$ cat config.mk
export PLATFORM = sky130hd
export DESIGN_NAME = mau_ctrl
export DESIGN_NICKNAME = d
export VERILOG_FILES = /design/src/hw/rtl/mau_pkg.sv /design/src/hw/rtl/mau_ctrl.sv
export SDC_FILE = /design/constraint.sdc
export NUM_CORES = 1
export LEC_CHECK = 0
export ABC_AREA = 1
export BUFFER_PORTS_ARGS = -buffer_cell sky130_fd_sc_hd__buf_4
export CAP_MARGIN = 0
export CORE_MARGIN = 3
export CORE_UTILIZATION = 56
export DETAILED_ROUTE_END_ITERATION = 8
export PLACE_DENSITY = 0.91
export RECOVER_POWER = 25
export SYNTH_ARGS = -nofsm -noshare
export SYNTH_HDL_FRONTEND = slang
export SYNTH_SLANG_ARGS = --single-unit
$ cat constraint.sdc
create_clock -name i_clk -period 1.45 [get_ports i_clk]
set_input_delay 0.0725 -clock i_clk [delete_from_list [all_inputs] [get_ports i_clk]]
set_output_delay 0.0725 -clock i_clk [all_outputs]
set_load 0.005 [all_outputs]
$ cat src/hw/rtl/mau_pkg.sv
// Shared constants, command codes, controller states and status bundle.
package mau_pkg;

    localparam int OperandW = 64;
    localparam int ModW     = 31;
    localparam int CntW     = $clog2(OperandW + 1);

    localparam logic [ModW-1:0] ModReset = 31'd998244353;

    // Operation codes
    localparam logic [3:0] OpReduce = 4'd0;
    localparam logic [3:0] OpAdd    = 4'd1;
    localparam logic [3:0] OpSub    = 4'd2;
    localparam logic [3:0] OpNeg    = 4'd3;
    localparam logic [3:0] OpMul    = 4'd4;
    localparam logic [3:0] OpInv    = 4'd5;
    localparam logic [3:0] OpDiv    = 4'd6;
    localparam logic [3:0] OpPow    = 4'd7;
    localparam logic [3:0] OpEqual  = 4'd8;

    // Datapath commands issued by the controller
    typedef enum logic [4:0] {
        CMD_NONE,
        CMD_LOAD,
        CMD_DIV_A,
        CMD_DIV_B,
        CMD_DIV_PROD,
        CMD_DIV_XY,
        CMD_FIX_A,
        CMD_FIX_B,
        CMD_RES_A,
        CMD_ADD,
        CMD_SUB,
        CMD_NEG,
        CMD_EQ,
        CMD_MUL_AB,
        CMD_MUL_AI,
        CMD_MUL_AC_BS,
        CMD_MUL_BS_BS,
        CMD_MUL_QV,
        CMD_RES_REM,
        CMD_ACC_REM,
        CMD_BASE_REM,
        CMD_EU_INIT_A,
        CMD_EU_INIT_B,
        CMD_EU_UPD,
        CMD_EU_END,
        CMD_PW_INIT,
        CMD_PW_NEG,
        CMD_PUSH
    } t_cmd;

    // Controller states
    typedef enum logic [4:0] {
        S_IDLE,
        S_RA_DIV,
        S_RA_WAIT,
        S_RA_FIX,
        S_RB_DIV,
        S_RB_WAIT,
        S_RB_FIX,
        S_DISPATCH,
        S_M4_MUL,
        S_M6_MUL,
        S_MD_DIV,
        S_MD_WAIT,
        S_MD_WB,
        S_EU_INIT,
        S_EU_TEST,
        S_EU_WAIT,
        S_EU_MUL,
        S_EU_UPD,
        S_EU_END,
        S_PW_INIT,
        S_PW_TEST,
        S_PW_AMUL,
        S_PW_ADIV,
        S_PW_AWAIT,
        S_PW_AWB,
        S_PW_SMUL,
        S_PW_SDIV,
        S_PW_SWAIT,
        S_PW_SWB,
        S_FINISH
    } t_state;

    // Datapath status seen by the controller
    typedef struct packed {
        logic       div_busy;
        logic [3:0] op;
        logic       y_zero;
        logic       x_not_one;
        logic       e_zero;
        logic       e_lsb;
        logic       b_neg;
    } t_status;

endpackage

$ cat src/hw/rtl/mau_ctrl.sv
// Controller: sequences reduction, Euclid, multiply and power steps; owns the handshakes.
module mau_ctrl (
    input  logic             i_clk,
    input  logic             i_rst_n,
    input  logic             i_valid,
    output logic             o_stall,
    output logic             o_valid,
    input  logic             i_stall,
    input  mau_pkg::t_status i_status,
    output mau_pkg::t_cmd    o_cmd
);

    mau_pkg::t_state r_state, n_state;
    logic            r_out_valid, n_out_valid;

    // Hold state and output valid
    always_ff @(posedge i_clk) begin
        if (!i_rst_n) begin
            r_state     <= mau_pkg::S_IDLE;
            r_out_valid <= 1'b0;
        end else begin
            r_state     <= n_state;
            r_out_valid <= n_out_valid;
        end
    end

    // Next state and commands
    always_comb begin
        n_state     = r_state;
        o_cmd       = mau_pkg::CMD_NONE;
        n_out_valid = r_out_valid && i_stall;
        unique case (r_state)
            mau_pkg::S_IDLE: begin
                if (i_valid) begin
                    o_cmd   = mau_pkg::CMD_LOAD;
                    n_state = mau_pkg::S_RA_DIV;
                end
            end
            mau_pkg::S_RA_DIV: begin
                o_cmd   = mau_pkg::CMD_DIV_A;
                n_state = mau_pkg::S_RA_WAIT;
            end
            mau_pkg::S_RA_WAIT: begin
                if (!i_status.div_busy) n_state = mau_pkg::S_RA_FIX;
            end
            mau_pkg::S_RA_FIX: begin
                o_cmd   = mau_pkg::CMD_FIX_A;
                n_state = mau_pkg::S_RB_DIV;
            end
            mau_pkg::S_RB_DIV: begin
                o_cmd   = mau_pkg::CMD_DIV_B;
                n_state = mau_pkg::S_RB_WAIT;
            end
            mau_pkg::S_RB_WAIT: begin
                if (!i_status.div_busy) n_state = mau_pkg::S_RB_FIX;
            end
            mau_pkg::S_RB_FIX: begin
                o_cmd   = mau_pkg::CMD_FIX_B;
                n_state = mau_pkg::S_DISPATCH;
            end
            mau_pkg::S_DISPATCH: begin
                n_state = mau_pkg::S_FINISH;
                unique case (i_status.op)
                    mau_pkg::OpReduce: o_cmd = mau_pkg::CMD_RES_A;
                    mau_pkg::OpAdd:    o_cmd = mau_pkg::CMD_ADD;
                    mau_pkg::OpSub:    o_cmd = mau_pkg::CMD_SUB;
                    mau_pkg::OpNeg:    o_cmd = mau_pkg::CMD_NEG;
                    mau_pkg::OpEqual:  o_cmd = mau_pkg::CMD_EQ;
                    mau_pkg::OpMul:    n_state = mau_pkg::S_M4_MUL;
                    mau_pkg::OpInv,
                    mau_pkg::OpDiv:    n_state = mau_pkg::S_EU_INIT;
                    mau_pkg::OpPow:    n_state = mau_pkg::S_PW_INIT;
                    default:           n_state = mau_pkg::S_FINISH;
                endcase
            end
            // Multiply then reduce by the modulus
            mau_pkg::S_M4_MUL: begin
                o_cmd   = mau_pkg::CMD_MUL_AB;
                n_state = mau_pkg::S_MD_DIV;
            end
            mau_pkg::S_M6_MUL: begin
                o_cmd   = mau_pkg::CMD_MUL_AI;
                n_state = mau_pkg::S_MD_DIV;
            end
            mau_pkg::S_MD_DIV: begin
                o_cmd   = mau_pkg::CMD_DIV_PROD;
                n_state = mau_pkg::S_MD_WAIT;
            end
            mau_pkg::S_MD_WAIT: begin
                if (!i_status.div_busy) n_state = mau_pkg::S_MD_WB;
            end
            mau_pkg::S_MD_WB: begin
                o_cmd   = mau_pkg::CMD_RES_REM;
                n_state = mau_pkg::S_FINISH;
            end
            // Extended Euclid
            mau_pkg::S_EU_INIT: begin
                o_cmd   = (i_status.op == mau_pkg::OpDiv) ? mau_pkg::CMD_EU_INIT_B
                                                          : mau_pkg::CMD_EU_INIT_A;
                n_state = mau_pkg::S_EU_TEST;
            end
            mau_pkg::S_EU_TEST: begin
                if (i_status.y_zero) begin
                    n_state = mau_pkg::S_EU_END;
                end else begin
                    o_cmd   = mau_pkg::CMD_DIV_XY;
                    n_state = mau_pkg::S_EU_WAIT;
                end
            end
            mau_pkg::S_EU_WAIT: begin
                if (!i_status.div_busy) n_state = mau_pkg::S_EU_MUL;
            end
            mau_pkg::S_EU_MUL: begin
                o_cmd   = mau_pkg::CMD_MUL_QV;
                n_state = mau_pkg::S_EU_UPD;
            end
            mau_pkg::S_EU_UPD: begin
                o_cmd   = mau_pkg::CMD_EU_UPD;
                n_state = mau_pkg::S_EU_TEST;
            end
            mau_pkg::S_EU_END: begin
                o_cmd = mau_pkg::CMD_EU_END;
                if (!i_status.x_not_one && i_status.op == mau_pkg::OpDiv) begin
                    n_state = mau_pkg::S_M6_MUL;
                end else begin
                    n_state = mau_pkg::S_FINISH;
                end
            end
            // Square and multiply
            mau_pkg::S_PW_INIT: begin
                if (i_status.b_neg) begin
                    o_cmd   = mau_pkg::CMD_PW_NEG;
                    n_state = mau_pkg::S_FINISH;
                end else begin
                    o_cmd   = mau_pkg::CMD_PW_INIT;
                    n_state = mau_pkg::S_PW_TEST;
                end
            end
            mau_pkg::S_PW_TEST: begin
                priority if (i_status.e_zero) n_state = mau_pkg::S_FINISH;
                else if (i_status.e_lsb)      n_state = mau_pkg::S_PW_AMUL;
                else                          n_state = mau_pkg::S_PW_SMUL;
            end
            mau_pkg::S_PW_AMUL: begin
                o_cmd   = mau_pkg::CMD_MUL_AC_BS;
                n_state = mau_pkg::S_PW_ADIV;
            end
            mau_pkg::S_PW_ADIV: begin
                o_cmd   = mau_pkg::CMD_DIV_PROD;
                n_state = mau_pkg::S_PW_AWAIT;
            end
            mau_pkg::S_PW_AWAIT: begin
                if (!i_status.div_busy) n_state = mau_pkg::S_PW_AWB;
            end
            mau_pkg::S_PW_AWB: begin
                o_cmd   = mau_pkg::CMD_ACC_REM;
                n_state = mau_pkg::S_PW_SMUL;
            end
            mau_pkg::S_PW_SMUL: begin
                o_cmd   = mau_pkg::CMD_MUL_BS_BS;
                n_state = mau_pkg::S_PW_SDIV;
            end
            mau_pkg::S_PW_SDIV: begin
                o_cmd   = mau_pkg::CMD_DIV_PROD;
                n_state = mau_pkg::S_PW_SWAIT;
            end
            mau_pkg::S_PW_SWAIT: begin
                if (!i_status.div_busy) n_state = mau_pkg::S_PW_SWB;
            end
            mau_pkg::S_PW_SWB: begin
                o_cmd   = mau_pkg::CMD_BASE_REM;
                n_state = mau_pkg::S_PW_TEST;
            end
            // Push the result beat once the output register is free
            mau_pkg::S_FINISH: begin
                if (!r_out_valid || !i_stall) begin
                    o_cmd       = mau_pkg::CMD_PUSH;
                    n_out_valid = 1'b1;
                    n_state     = mau_pkg::S_IDLE;
                end
            end
            default: n_state = mau_pkg::S_IDLE;
        endcase
    end

    assign o_stall = (r_state != mau_pkg::S_IDLE);
    assign o_valid = r_out_valid;

endmodule
==> flow_metrics.env, run 1 <==
export IMPL_initial_core_util=0.599
export IMPL_synth_area_top_cells="nand2_1 (20%), nand3_1 (13%), dfxtp_1 (10%), nor2_1 (9.1%), inv_1 (5.0%)"
export IMPL_dp_hpwl_mm=3.20
export IMPL_yosys_area_top_type="nand2_1"
export IMPL_syn_area_per_cell_um2=5.48
export IMPL_ios=21
export IMPL_synth_xor_area_frac=0
export IMPL_synth_edf_count=0
export IMPL_htreeDepth=1
export IMPL_cts_root_buf="clkbuf_4"
export IMPL_grt_max_degree=13
export IMPL_synth_fa_ha_area_frac=0
export IMPL_numCtsBuffers=3
export IMPL_synthCells=219
export IMPL_yosysMostFrequentCell="nand2_1"
export IMPL_pre_cts_ws_ns=-0.131
export IMPL_stop_stage="global routing"
export IMPL_endpoint_type="output port"
export IMPL_synthesis_nets=233
export IMPL_die_w_um=52.3
export IMPL_status="aborted with a tool error"
export IMPL_synth_top_family_by_area="simple AND/OR/NAND/NOR gates"
export IMPL_timing_grt_repair_worst_endpoint="o_cmd[0]"
export IMPL_post_dp_cell_area_um2=1530
export IMPL_yosys_warnings=0
export IMPL_clk_path_buf_depth=2
export IMPL_rows=16
export IMPL_netlist_cell_type_count=32
export IMPL_muxShareOfSynthArea=0
export IMPL_die_h_um=52.3
export IMPL_async_flop_share=0
export IMPL_ys_seq_area_frac=0.100
export IMPL_synthesis_area_um2=1200
export IMPL_synth_compound_area_frac=0.0907
export IMPL_synth_top_area_frac=0.197
export IMPL_clock_sinks=6
export IMPL_toolErrorMsg="[ERROR DPL-0038] Utilization greater than 100%, impossible to legalize"
export IMPL_ys_flop_type="dfxtp_1"
export IMPL_synthSimpleGateAreaFrac=0.672
export IMPL_portBuffers=20
export IMPL_place_gp_congestion=1.01
export IMPL_ys_seq_elements=6
export IMPL_yosys_top_cells_count="nand2_1 (63), nand3_1 (32), nor2_1 (29)"
[timing repair]
item / in CTS
endpoints found under the setup margin: 10
hold buffers: 0
buffers inserted: 16
gates resized for setup: 39
pin swaps: 15
[cells by family after synthesis]
| group | after synthesis |
|---|---|
| AOI/OAI and AO/OA | 18 |
| buffers and inverters | 34 |
| and+or+nand+nor | 161 |
| DFF | 6 |
[stage by stage]
| stage | cells | hold WS [ns] |
|---|---|---|
| 2_1_floorplan | 219 | 0.190 |
| 4_1_cts | 297 | 0.0239 |
| 3_5_place_dp | 279 | 0.295 |
| 3_3_place_gp | 279 | 0.284 |
==> run 2: changes to the inputs <==
--- a/config.mk
+++ b/config.mk
@@ -8,10 +8,10 @@
 export ABC_AREA = 1
 export BUFFER_PORTS_ARGS = -buffer_cell sky130_fd_sc_hd__buf_4
 export CAP_MARGIN = 0
-export CORE_MARGIN = 3
-export CORE_UTILIZATION = 56
+export CORE_AREA = 3 3 64 66
 export DETAILED_ROUTE_END_ITERATION = 8
-export PLACE_DENSITY = 0.91
+export DIE_AREA = 0 0 67 69
+export PLACE_DENSITY_LB_ADDON = 0.15
 export RECOVER_POWER = 25
 export SYNTH_ARGS = -nofsm -noshare
 export SYNTH_HDL_FRONTEND = slang
==> flow_metrics.env, run 2 <==
export IMPL_regToRegEndpoint="r_state[3]$_SDFFE_PN0P_"
export IMPL_portBuffers=20
export IMPL_slew_viol_final=0
export IMPL_swShare=0.442
export IMPL_fin_util=0.568
export IMPL_grt_pass1_wl_mm=7.53
export IMPL_syn2layout_area_growth_pct=72.1
export IMPL_max_freq_ghz=0.603
export IMPL_wl_mm=4.70
export IMPL_ys_seq_area_frac=0.100
export IMPL_p_int_mw=1.19
export IMPL_reg2reg_depth=11
export IMPL_worst_path_stages=10
export IMPL_violations="negative setup slack"
export IMPL_n_antenna_cell=0
export IMPL_yosys_area_top_type="nand2_1"
export IMPL_finalSetupViolations=11
export IMPL_layout_commonest_cell="buf_4"
export IMPL_drive_above_1_share=0.500
export IMPL_largest_reg_flops=5
export IMPL_dp_hpwl_mm=3.50
export IMPL_synthCells=219
export IMPL_ctsHoldBuffers=0
export IMPL_vias=1714
export IMPL_fin_skew_ns=0.00174
export IMPL_worstMarginPinSlew_ns=0.265
export IMPL_powerDensity_nw_per_um2=1030
export IMPL_final_nets=302
export IMPL_num_fill_cells=359
export IMPL_cp_max_fo=5
export IMPL_stdcell_count=334
export IMPL_ys_seq_elements=6
export IMPL_grt_usage=0.205
export IMPL_rows=22
export IMPL_clock_sinks=6
export IMPL_grt_ovfl_total=0
export IMPL_drv_max_cap_violation_count=0
export IMPL_detail_route_wl_per_cell_um=14.1
export IMPL_whs_path_depth=2
export IMPL_dieArea_um2=4620
export IMPL_clk_path_buf_depth=2
export IMPL_clock_latency_ns=0.22
export IMPL_cts_tree="yes"
export IMPL_yosysMostFrequentCell="nand2_1"
export IMPL_netlist_cell_type_count=32
export IMPL_numCtsBuffers=3
export IMPL_ios=21
export IMPL_die_w_um=67
export IMPL_r2r_start="r_state[0]$_SDFFE_PN0P_"
export IMPL_first_pass_iters=4
export IMPL_period_needed_ns=1.66
export IMPL_drt_initial_drc_count=119
export IMPL_top_register="r_state"
export IMPL_dp_cells=316
export IMPL_crit_path_top_delay_cell="dfxtp_4"
export IMPL_hold_end="o_valid$_SDFF_PN0_"
export IMPL_synth_top_area_frac=0.197
export IMPL_layout_common_cells="buf_4 (60), nand2_1 (54), nand3_1 (26)"
export IMPL_syn_area_per_cell_um2=5.48
export IMPL_hold_start="i_rst_n"
export IMPL_status="finished with violations"
export IMPL_p_sw_uw=942
export IMPL_worst_ep_required_time_ns=1.38
export IMPL_rsz0062_at_grt="true"
export IMPL_die_h_um=69
export IMPL_synth_area_top_cells="nand2_1 (20%), nand3_1 (13%), dfxtp_1 (10%), nor2_1 (9.1%), inv_1 (5.0%)"
export IMPL_peakVddDrop_v=0.000976
export IMPL_antenna_found_initial=0
export IMPL_crit_chain="buf_12 -> inv_4 -> nand2_4 -> nor2_4 -> nand3b_1 -> buf_4 -> inv_1 -> a31oi_1 -> nand4_1 -> buf_4"
export IMPL_crit_family="buffers and inverters"
export IMPL_path_buf_inv=5
export IMPL_synthesis_nets=233
export IMPL_startpoint_type="flop"
export IMPL_core_area_um2=3630
export IMPL_hold_path_class="primary input to flop"
export IMPL_route_detailed_drc=0
export IMPL_yosys_warnings=0
export IMPL_pwr_share_clk=0.115
export IMPL_setup_ws_ns=-0.210
export IMPL_crit_top_cell="buf_4"
export IMPL_cts_root_buf="clkbuf_8"
export IMPL_yosys_top_cells_count="nand2_1 (63), nand3_1 (32), nor2_1 (29)"
export IMPL_pre_cts_ws_ns=-0.152
export IMPL_crit_path_end_kind="primary output"
export IMPL_vias_per_cell=5.13
export IMPL_slew_headroom=0.823
export IMPL_clk_pin_slew_ns=0.03
export IMPL_place_gp_congestion=0.922
export IMPL_antenna_left=0
export IMPL_initial_core_util=0.330
export IMPL_p_leak_nw=1.10
export IMPL_ys_flop_type="dfxtp_1"
export IMPL_synth_edf_count=0
export IMPL_pwr_share_comb=0.762
export IMPL_htreeDepth=1
export IMPL_arrival_ns=1.59
export IMPL_grt_max_degree=9
export IMPL_seq_power_share=0.123
export IMPL_grt_pass1_vias=1619
export IMPL_reg2reg_slack_ns=-0.15
export IMPL_worst_setup_path_type="flop to primary output"
export IMPL_cpPeakStageDelay_ns=0.37
export IMPL_async_flop_share=0
export IMPL_hold_violations=0
export IMPL_fin_crit_sh=1.14
export IMPL_synthesis_area_um2=1200
==> run 2: cell counts after synthesis <==
No cell type changed its count.
==> run 2: how the worst max path moves through the flow <==
stage	startpoint	to
finish	r_state[0]$_SDFFE_PN0P_	o_cmd[0]
global route	r_state[0]$_SDFFE_PN0P_	o_cmd[0]
CTS	r_state[0]$_SDFFE_PN0P_	o_cmd[4]
detailed placement	r_state[1]$_SDFFE_PN0P_	r_state[2]$_SDFFE_PN0P_
global placement	r_state[1]$_SDFFE_PN0P_	r_state[2]$_SDFFE_PN0P_
floorplan	r_state[2]$_SDFFE_PN0P_	r_state[2]$_SDFFE_PN0P_
==> run 2: timing repair <==
action	in CTS	in global routing
resized for setup	39	29
pin swaps	14	10
buffers inserted	13	1
setup endpoints to repair	11	11
gates cloned	1	0
==> run 2: worst register-to-register path: cells and delay by family (launching register included) <==
kind / cells / cell delay (ns)
AND/OR/NAND/NOR: 7 / 0.69
buffers and inverters: 2 / 0.29
AO/OA/AOI/OAI: 2 / 0.19
flip-flops: 1 / 0.36
==> run 2: routing by layer <==
layer / routed length (µm) / track usage / up-vias
met5: 0 / 0 / -
met4: 71 / 0.0608 / 0
met3: 223 / 0.0326 / 8
met2: 2360 / 0.343 / 50
met1: 2040 / 0.265 / 799
li1: - / - / 857
==> run 2: metrics by stage <==
step                      hold slack [ns]  instance area (µm²)  TNS (ns)  total power [mW]
after global placement              0.300                 1650     -1.08              1.31
after CTS                          0.0730                 1950     -1.25              1.95
after global routing               0.0857                 2060     -2.50              2.29
final                              0.0760                 2060     -1.54              2.13
after floorplan                     0.190                 1200         0             0.874
after detailed placement            0.303                 1650    -0.998              1.30
==> run 2: kinds of logic (layout without fill, tap and decap cells) <==
kind of cell    Yosys count  in the layout  share of synthesized area
compound gates           18             18                     0.0907
flops                     6              6                      0.100
simple gates            161            161                      0.672
buf+inv                  34            101                      0.138
==> run 2: layout make-up <==
cell class,count,area (µm²),area share
inverters,26,105,0.0509
multi-input cells,179,1110,0.536
flip-flops and latches,6,136,0.0661
clock buffers,3,41.3,0.0200
repair buffers,72,616,0.298
well taps,48,60.1,0.0291
==> run 2: power groups by stage <==
| stage | Clock, mW | Combinational [mW] | Sequential [mW] |
|---|---|---|---|
| finish | 0.245 | 1.62 | 0.263 |
| global route | 0.268 | 1.75 | 0.267 |
| CTS | 0.254 | 1.44 | 0.260 |
| detailed placement | 0 | 1.06 | 0.243 |
| global placement | 0 | 1.07 | 0.241 |
| floorplan | 0 | 0.673 | 0.202 |
(Power assumes the default switching activity.)
==> run 3: changes to the inputs <==
--- a/config.mk
+++ b/config.mk
@@ -11,7 +11,7 @@
 export CORE_AREA = 3 3 64 66
 export DETAILED_ROUTE_END_ITERATION = 8
 export DIE_AREA = 0 0 67 69
-export PLACE_DENSITY_LB_ADDON = 0.15
+export PLACE_DENSITY = 0.62
 export RECOVER_POWER = 25
 export SYNTH_ARGS = -nofsm -noshare
 export SYNTH_HDL_FRONTEND = slang
==> flow_metrics.env, run 3 (synthesis gave the netlist of run 2 again) <==
export IMPL_slew_viol_final=0
export IMPL_hold_path_class="primary input to flop"
export IMPL_grt_usage=0.195
export IMPL_layout_common_cells="nand2_1 (54), buf_4 (48), nand3_1 (27)"
export IMPL_fin_crit_sh=1.12
export IMPL_clock_latency_ns=0.22
export IMPL_vias=1693
export IMPL_powerDensity_nw_per_um2=959
export IMPL_arrival_ns=1.55
export IMPL_finalSetupViolations=11
export IMPL_wl_mm=4.63
export IMPL_drt_initial_drc_count=96
export IMPL_place_gp_congestion=0.976
export IMPL_portBuffers=20
export IMPL_htreeDepth=1
export IMPL_n_antenna_cell=0
export IMPL_rsz0062_at_grt="true"
export IMPL_r2r_start="r_state[2]$_SDFFE_PN0P_"
export IMPL_pre_cts_ws_ns=-0.210
export IMPL_detail_route_wl_per_cell_um=14.4
export IMPL_cts_root_buf="clkbuf_8"
export IMPL_rows=22
export IMPL_dp_cells=304
export IMPL_hold_violations=0
export IMPL_swShare=0.475
export IMPL_antenna_found_initial=0
export IMPL_seq_power_share=0.135
export IMPL_pwr_share_comb=0.728
export IMPL_worst_hold_slack_ns=0.0613
export IMPL_final_nets=289
export IMPL_grt_ovfl_total=0
export IMPL_status="finished with violations"
export IMPL_clock_sinks=6
export IMPL_grt_max_degree=14
export IMPL_layout_commonest_cell="nand2_1"
export IMPL_reg2reg_slack_ns=-0.13
export IMPL_clk_path_buf_depth=2
export IMPL_die_h_um=69
export IMPL_period_needed_ns=1.63
export IMPL_stdcell_count=321
export IMPL_cp_max_fo=5
export IMPL_drv_max_cap_violation_count=0
export IMPL_dieArea_um2=4620
export IMPL_violations="negative setup slack"
export IMPL_dp_hpwl_mm=3.19
export IMPL_worstMarginPinSlew_ns=0.278
export IMPL_worst_ep_required_time_ns=1.38
export IMPL_first_pass_iters=5
export IMPL_vias_per_cell=5.27
export IMPL_setup_ws_ns=-0.176
export IMPL_crit_path_end_kind="primary output"
export IMPL_ios=21
export IMPL_fin_skew_ns=0.000758
export IMPL_cts_tree="yes"
export IMPL_reg2reg_depth=12
export IMPL_p_sw_uw=877
export IMPL_slew_headroom=0.814
export IMPL_route_detailed_drc=0
export IMPL_core_area_um2=3630
export IMPL_worst_setup_path_type="flop to primary output"
export IMPL_max_freq_ghz=0.615
export IMPL_clk_pin_slew_ns=0.04
export IMPL_grt_pass1_vias=1572
export IMPL_pwr_share_clk=0.137
export IMPL_ctsHoldBuffers=0
export IMPL_report_power_total_mw=1.85
export IMPL_die_w_um=67
export IMPL_p_leak_nw=1.03
export IMPL_p_int_uw=970
export IMPL_grt_pass1_wl_mm=7.05
export IMPL_numCtsBuffers=3
export IMPL_antenna_left=0
export IMPL_peakVddDrop_v=0.000601
export IMPL_worstSetupStartpoint="r_state[1]$_SDFFE_PN0P_"
export IMPL_drive_above_1_share=0.462
export IMPL_initial_core_util=0.330
export IMPL_top_register="r_state"
export IMPL_syn2layout_area_growth_pct=60.5
export IMPL_largest_reg_flops=5
export IMPL_endpoint="o_cmd[2]"
export IMPL_finalSetupTns_ns=-1.14
export IMPL_startpoint_type="flop"
export IMPL_regToRegEndpoint="r_state[2]$_SDFFE_PN0P_"
## run 3: cell count changes in the layout (fill, tap and decap cells not counted), sizes merged
cell and delta:
buf -13
## run 3: per-stage QoR
| stage | cell area (µm²) | utilization |
|---|---|---|
| after floorplan | 1200 | - |
| after global placement | 1560 | 0.429 |
| after detailed placement | 1560 | 0.429 |
| after CTS | 1760 | 0.485 |
| after global routing | 1930 | 0.530 |
| final | 1930 | 0.530 |
## run 3: critical path, cell delays in order, from the launching register on
cell,delay (ns)
dfxtp_4,0.37
buf_4,0.16
nand2_2,0.08
nor2_2,0.05
buf_4,0.13
nand2_1,0.07
nand2_1,0.07
nor4_2,0.13
nand4_1,0.12
buf_4,0.15
## run 3: how the worst min path moves through the flow
stage / start / end / slack, ns / cells past startpoint
finish: i_rst_n / o_valid$_SDFF_PN0_ / 0.06 / 2
global route: i_rst_n / o_valid$_SDFF_PN0_ / 0.08 / 2
CTS: i_rst_n / o_valid$_SDFF_PN0_ / 0.06 / 2
detailed placement: i_rst_n / o_valid$_SDFF_PN0_ / 0.29 / 2
global placement: i_rst_n / o_valid$_SDFF_PN0_ / 0.30 / 2
floorplan: i_rst_n / o_valid$_SDFF_PN0_ / 0.19 / 1
## run 3: layout make-up
class | instances | area, µm²
fillers | 380 | 1710
multi-input cells | 179 | 1080
repair buffers | 59 | 497
flip-flops and latches | 6 | 131
inverters | 26 | 115
well taps | 48 | 60.1
clock buffers | 3 | 41.3
## run 3: power groups by stage
stage          clock network [mW]  registers, mW  logic [mW]
2_1_floorplan                   0          0.202       0.673
3_3_place_gp                    0          0.244       0.978
3_5_place_dp                    0          0.243       0.980
4_1_cts                     0.264          0.253        1.10
5_1_grt                     0.269          0.251        1.46
6_report                    0.253          0.249        1.34
## run 3: metal layers
| layer | up-vias | track usage | part of all wire |
|---|---|---|---|
| li1 | 832 | - | - |
| met1 | 773 | 0.244 | 0.41 |
| met2 | 71 | 0.318 | 0.51 |
| met3 | 17 | 0.0163 | 0.051 |
| met4 | 0 | 0.110 | 0.034 |
| met5 | - | 0 | 0 |
## run 3: timing repair
action,in CTS,in global routing
setup buffers,10,5
pin swaps,7,11
setup endpoints to repair,10,11
gates resized for setup,33,34
